===== src/design/crc_checked_record_ring_log_core_macros.svh =====
// assertion macros for the ring log core
// no dependencies
`ifndef CRC_CHECKED_RECORD_RING_LOG_CORE_MACROS_SVH
`define CRC_CHECKED_RECORD_RING_LOG_CORE_MACROS_SVH
// implication checked on every rising clock edge outside reset
`define RRL_ASSERT_IMPL(label, clk, rstn, ante, cons) \
    label: assert property (@(posedge clk) disable iff (!rstn) (ante) |-> (cons)) \
        else $error("ring log check failed");
// next-cycle implication
`define RRL_ASSERT_NEXT(label, clk, rstn, ante, cons) \
    label: assert property (@(posedge clk) disable iff (!rstn) (ante) |=> (cons)) \
        else $error("ring log check failed");
`endif


===== src/design/rrl_pkg.sv =====
// package for the ring log core: payload structs, codes, crc helper
// no dependencies
package rrl_pkg;

    localparam int MAX_SLOTS_DEF = 256;
    localparam logic [31:0] CRC_POLY = 32'hEDB88320;
    localparam logic [31:0] CRC_INIT = 32'hFFFFFFFF;

    localparam logic [1:0] MODE_APPEND = 2'd0;
    localparam logic [1:0] MODE_GET    = 2'd1;
    localparam logic [1:0] MODE_WIPE   = 2'd2;
    localparam logic [1:0] MODE_NONE   = 2'd3;

    localparam logic [2:0] ST_OK      = 3'd0;
    localparam logic [2:0] ST_BAD_SEQ = 3'd1;
    localparam logic [2:0] ST_EVICTED = 3'd2;
    localparam logic [2:0] ST_BAD_CRC = 3'd3;
    localparam logic [2:0] ST_SEQ_MIS = 3'd4;

    typedef struct packed {
        logic [1:0]  mode;
        logic [31:0] seq_query;
        logic [31:0] start_time;
        logic [31:0] duration;
        logic [63:0] dist_mm;
        logic [15:0] avg_rpm;
        logic [15:0] max_rpm;
        logic [7:0]  basis_code;
    } in_item_t;

    typedef struct packed {
        logic [2:0]  status;
        logic [31:0] seq_out;
        logic [31:0] epoch_out;
        logic [31:0] elapsed_out;
        logic [63:0] dist_out;
        logic [15:0] avg_rpm_out;
        logic [15:0] max_rpm_out;
        logic [7:0]  basis_out;
        logic [8:0]  valid_slots;
        logic [8:0]  free_slots;
    } out_item_t;

    // one byte through the reflected crc, eight bit steps
    function automatic logic [31:0] crc_byte(input logic [31:0] c, input logic [7:0] b);
        logic [31:0] r;
        r = c ^ {24'd0, b};
        for (int k = 0; k < 8; k++) begin
            r = (r >> 1) ^ (r[0] ? CRC_POLY : 32'd0);
        end
        return r;
    endfunction

endpackage


===== src/design/rrl_crc_unit.sv =====
// crc-32 over one 64-bit word, one byte per cycle; lanes limited by byte count
// depends on rrl_pkg
module rrl_crc_unit (
    input  logic        aclk,
    input  logic        aresetn,
    input  logic        start,
    input  logic        init,
    input  logic [63:0] word,
    input  logic [3:0]  nbytes,
    output logic        busy,
    output logic [31:0] crc
);
    logic [31:0] crc_reg, crc_next;
    logic [63:0] sh_reg, sh_next;
    logic [3:0]  cnt_reg, cnt_next;

    // byte shifter
    always_comb begin
        crc_next = crc_reg;
        sh_next  = sh_reg;
        cnt_next = cnt_reg;
        if (start) begin
            crc_next = init ? rrl_pkg::CRC_INIT : crc_reg;
            sh_next  = word;
            cnt_next = nbytes;
        end else if (cnt_reg != 4'd0) begin
            crc_next = rrl_pkg::crc_byte(crc_reg, sh_reg[7:0]);
            sh_next  = sh_reg >> 8;
            cnt_next = cnt_reg - 4'd1;
        end
    end

    always_ff @(posedge aclk) begin
        if (!aresetn) begin
            cnt_reg <= 4'd0;
        end else begin
            cnt_reg <= cnt_next;
        end
        crc_reg <= crc_next;
        sh_reg  <= sh_next;
    end

    assign busy = (cnt_reg != 4'd0);
    assign crc  = crc_reg ^ rrl_pkg::CRC_INIT;
endmodule


===== config.mk =====
export PLATFORM = sky130hd
export DESIGN_NAME = rrl_crc_unit
export DESIGN_NICKNAME = d
export VERILOG_FILES = /design/src/design/crc_checked_record_ring_log_core_macros.svh /design/src/design/rrl_pkg.sv /design/src/design/rrl_crc_unit.sv
export SDC_FILE = /design/constraint.sdc
export NUM_CORES = 1
export LEC_CHECK = 0
export BUFFER_PORTS_ARGS = -buffer_cell sky130_fd_sc_hd__buf_2
export CORE_MARGIN = 5
export CORE_UTILIZATION = 55
export DETAILED_ROUTE_END_ITERATION = 8
export PLACE_DENSITY = 0.8
export REMOVE_ABC_BUFFERS = 1
export SLEW_MARGIN = 40
export SYNTH_ARGS = -nofsm -noshare
export SYNTH_HDL_FRONTEND = slang
export SYNTH_SLANG_ARGS = --single-unit

===== constraint.sdc =====
create_clock -name aclk -period 5.3 [get_ports aclk]
set_input_delay 0.53 -clock aclk [delete_from_list [all_inputs] [get_ports aclk]]
set_output_delay 0.53 -clock aclk [all_outputs]
set_load 0.005 [all_outputs]

# Word-level counts from Yosys, hierarchy flattened
# Cells that the tools add are included.
[word_totals]
register_bits = 100
out_inout_bits = 33
elab_cells = 33
[classes]
n_addsub = 1
n_eq_ne = 1
n_mux = 15
bitwise = 10
n_reduce_logical = 3
[ops]
columns = ["op", "count"]
rows = [
  ["two-way mux 32 bit", 11],
  ["XOR 31 x 32 -> 32 bit", 8],
  ["two-way mux 64 bit", 2],
  ["NOT 32 bit", 1],
  ["XOR 32 x 8 -> 32 bit", 1],
  ["two-way mux 4 bit", 2],
  ["nonzero test 4 bit", 1],
  ["subtractor 4 x 1 -> 4 bit, second input constant", 1],
  ["inequality test 2 bit, second input constant", 1],
  ["AND reduction 2 bit", 1],
  ["nonzero test 2 bit", 1],
]

# Depth between registers and ports, before layout
[logic_depth]
word_depth = 19
ltp_mapped = 8
depth_no_buf = 7

# Worst setup path before layout
# Ideal clock, no wire load.
[synth_timing]
kind = "reg-to-reg"
startpoint = "register cnt_reg[0]"
endpoint = "register crc_reg[0] (enable)"
t_arrival_ns = 3.569
required_ns = 4.909
slack_ns = 1.340
stages_incl_launch_ff = 7
path_buffers = 1
cell_sequence = "dfxtp_1 inv_1 ha_1 or3b_2 clkbuf_1 nand2b_1 o21a_1"
[synth_via]
elab_chain_cells = 3
[synth_rtl]
columns = ["element", "line_no", "source"]
rows = [
  ["start: declaration", "rrl_crc_unit.sv:15", "logic [3:0] cnt_reg, cnt_next;"],
  ["start signal: assignment", "rrl_crc_unit.sv:37", "cnt_reg <= cnt_next;"],
  ["nonzero test 4 bit", "n/a", ""],
  ["named net busy", "rrl_crc_unit.sv:10", "output logic busy,"],
  ["nonzero test 2 bit (no source line)", "n/a", ""],
  ["AND reduction 2 bit (no source line)", "n/a", ""],
  ["end signal: assignment", "rrl_crc_unit.sv:39", "crc_reg <= crc_next;"],
  ["end: declaration", "rrl_crc_unit.sv:13", "logic [31:0] crc_reg, crc_next;"],
]
# The timed path passes the listed nets, and every way through them passes these cells.
# A chain may end at the register's enable or synchronous reset.

# Worst setup path after layout
[layout_timing]
startpoint = "register cnt_reg[0]"
endpoint = "output port busy"
[layout_via]
elab_chain_cells = 1
[layout_rtl]
columns = ["element", "line_no", "source"]
rows = [
  ["nonzero test 4 bit", "rrl_crc_unit.sv:43", "assign busy = (cnt_reg != 4'd0);"],
  ["end: declaration", "rrl_crc_unit.sv:10", ""],
]
# Every way passes these cells.

==> impl_metrics.env <==
export IMPL_vias=2757
export IMPL_max_cap_viol_count=0
export IMPL_ant_nets=0
export IMPL_hold_end="cnt_reg[2]$_SDFFE_PN0P_"
export IMPL_hold_depth=2
export IMPL_maxSlewHeadroom=0.4775
export IMPL_fin_skew_ns=0.01280
export IMPL_drt_iter0_markers=83
export IMPL_routabilityCongestion=0.7806
export IMPL_rsz0062_at_grt="no"
export IMPL_routed_via_density=4.950
export IMPL_post_cts_buffers=0
export IMPL_finalNonFillerCells=557
export IMPL_design_area_um2=5763
export IMPL_clock_fmax_ghz=0.4636
export IMPL_hold_viol=0
export IMPL_reg2regPathDepth=5
export IMPL_synth_distinct_cells=27
export IMPL_routedWlPerCell_um=14.98
export IMPL_netlist_area_leader_share=0.5905
export IMPL_path_clk_slew_ns=0.10
export IMPL_coreArea_um2=8678
export IMPL_cp_slowest_cell="or3b_2"
export IMPL_htree_levels=3
export IMPL_final_cell_mix="104 x buf_2, 96 x edfxtp_1, 56 x mux2_2, 53 x xnor2_1"
export IMPL_first_pass_iters=6
export IMPL_end_kind="output port"
export IMPL_synth_area_leaders="edfxtp_1 59%, mux2_2 13%, xnor2_1 9.5%"
export IMPL_slew_violations=0
export IMPL_whs_ns=0.4160
export IMPL_cts_max_path_buffers=2
export IMPL_remaining_drc_errors=0
export IMPL_use_met3=0.07076
export IMPL_clock_latency_ns=0.35
export IMPL_slowest_delay_ns=0.52
export IMPL_worstSetupPathType="register to output port"
export IMPL_ys_warn_count=0
export IMPL_pwr_share_seq=0.336
export IMPL_reg2reg_from="cnt_reg[0]$_SDFFE_PN0P_"
export IMPL_synth_top_cell_by_area="edfxtp_1"
export IMPL_hp_class="primary input to register"
export IMPL_power_density_nw_per_um2=664.7
export IMPL_drive_above_1_share=0.4375
export IMPL_synth_seq_cells=100
export IMPL_use_met2=0.2527
export IMPL_syn_area_um2=4882
export IMPL_p_sw_mw=1.292
export IMPL_cp_required_ns=4.77
export IMPL_outcome="finished, final reports clean"
export IMPL_r2r_end="sh_reg[51]$_DFFE_PP_"
export IMPL_p_leak_nw=2.433
export IMPL_area_growth_pct=18.04
export IMPL_cp_cell_sequence="inv_1, ha_1, or3b_2, buf_2"
export IMPL_swShare=0.3373
export IMPL_tns_ns=0
export IMPL_peakVddDrop_uv=294.4
export IMPL_grt_max_degree=72
export IMPL_timing_final_crit_share=0.4070
export IMPL_synth_edf_count=96
export IMPL_period_needed_ns=2.157
export IMPL_wl_um=8344
export IMPL_die_area_um2=10860
export IMPL_mostFrequentLayoutCell="buf_2"
export IMPL_cts_buffers=9
export IMPL_cts_repair_resized=0
export IMPL_port_buffers=104
export IMPL_cp_arrival_ns=1.63
export IMPL_grt_pass1_wl_um=13950
export IMPL_die_x_um=104.2
export IMPL_grt_pass1_vias=2946
export IMPL_ctsRootBufferMaster="clkbuf_8"
export IMPL_cts_tree="done"
export IMPL_min_from="aresetn"
export IMPL_ctsHoldBuffers=0
export IMPL_layout_nets=518
export IMPL_p_int_mw=2.539
export IMPL_dp_hpwl_um=6032
export IMPL_comb_power_share=0.516
export IMPL_setup_worst_path_start_class="register"
export IMPL_met1_usage=0.2005
export IMPL_crit_fanout=6
export IMPL_largest_reg_flops=64
export IMPL_synthArstFlopShare=0
export IMPL_avgSynthCellArea_um2=14.49
export IMPL_std_cell_rows=34
export IMPL_setup_viol=0
export IMPL_dieHeight_um=104.2
export IMPL_dp_cells=541
export IMPL_tightest_slew_ns=0.7838
export IMPL_antenna_found_initial=1
export IMPL_grtUsageTotal=0.1580
export IMPL_synth_main_ff_cell="edfxtp_1"
export IMPL_p_clk_frac=0.149
export IMPL_p_total_mw=3.831
export IMPL_rrSetupSlack_ns=3.21
export IMPL_busiest_layer="met2"
export IMPL_ys_seq_area_frac=0.6069
export IMPL_io_pins=105
export IMPL_start_util=0.5626
export IMPL_synthCells=337
export IMPL_grt_overflow=0
export IMPL_clock_sinks=100
export IMPL_dpl_cell_area_um2=5525
==> metal layers <==
metal,part of all wire,vias to the layer above
li1,-,1355
met1,0.42,1306
met2,0.48,87
met3,0.092,7
met4,0.0065,2
met5,0.0016,-
==> how the worst max path moves through the flow <==
stage	start	to	slack [ns]
final	cnt_reg[0]$_SDFFE_PN0P_	busy	3.14
after global placement	start	sh_reg[60]$_SDFFCE_PN0P_	3.19
after floorplan	start	crc_reg[0]$_SDFFCE_PP1P_	1.20
after detailed placement	start	sh_reg[52]$_DFFE_PP_	3.18
after CTS	cnt_reg[0]$_SDFFE_PN0P_	busy	3.13
after global routing	cnt_reg[0]$_SDFFE_PN0P_	busy	3.07
==> per-stage QoR <==
stage               worst slack, ns  utilization
floorplan                     1.203            -
global placement              3.194       0.6367
detailed placement            3.182       0.6367
CTS                           3.125       0.6638
global route                  3.068       0.6638
finish                        3.143       0.6641
==> layout make-up <==
cell class              count  area, um2
flip-flops and latches    100       2963
fillers                   682       2915
multi-input cells         190       1745
repair buffers            108      550.5
well taps                 108      135.1
inverters                  35      131.4
clock buffers               9      123.9
clock inverters             6      111.4
diodes                      1      2.502
==> critical path: cells and delay by family (launching register included) <==
| family | cells | cell delay [ns] |
|---|---|---|
| simple gates | 1 | 0.52 |
| flops | 1 | 0.34 |
| buf+inv | 2 | 0.24 |
| fa+ha+maj | 1 | 0.16 |
==> synth_stat cells, types with 2 or more instances <==
master	count
xnor2_1	53
xnor2_4	2
dfxtp_1	4
ha_1	2
xnor3_1	2
nand2_1	34
o21ai_0	3
xnor2_2	13
buf_1	3
a21oi_1	3
mux2_2	56
edfxtp_1	96
and2_1	10
clkbuf_1	9
xor2_1	2
inv_1	34
==> logic make-up after synthesis <==
logic type / after synthesis / share of synthesized area
xor+xnor: 73 / 0.1658
buf+inv: 47 / 0.03613
simple gates: 51 / 0.04767
mux: 56 / 0.1292
fa+ha+maj: 2 / 0.005125
flops: 100 / 0.6069
compound gates: 8 / 0.009225
==> power groups by stage <==
stage | Clock (mW) | Combinational [mW] | Sequential, mW
2_1_floorplan | 0 | 1.61 | 1.29
3_3_place_gp | 0 | 1.96 | 1.30
3_5_place_dp | 0 | 1.99 | 1.31
4_1_cts | 0.586 | 2.01 | 1.29
5_1_grt | 0.623 | 2.18 | 1.31
6_report | 0.569 | 1.98 | 1.29
(Power assumes the default switching activity.)
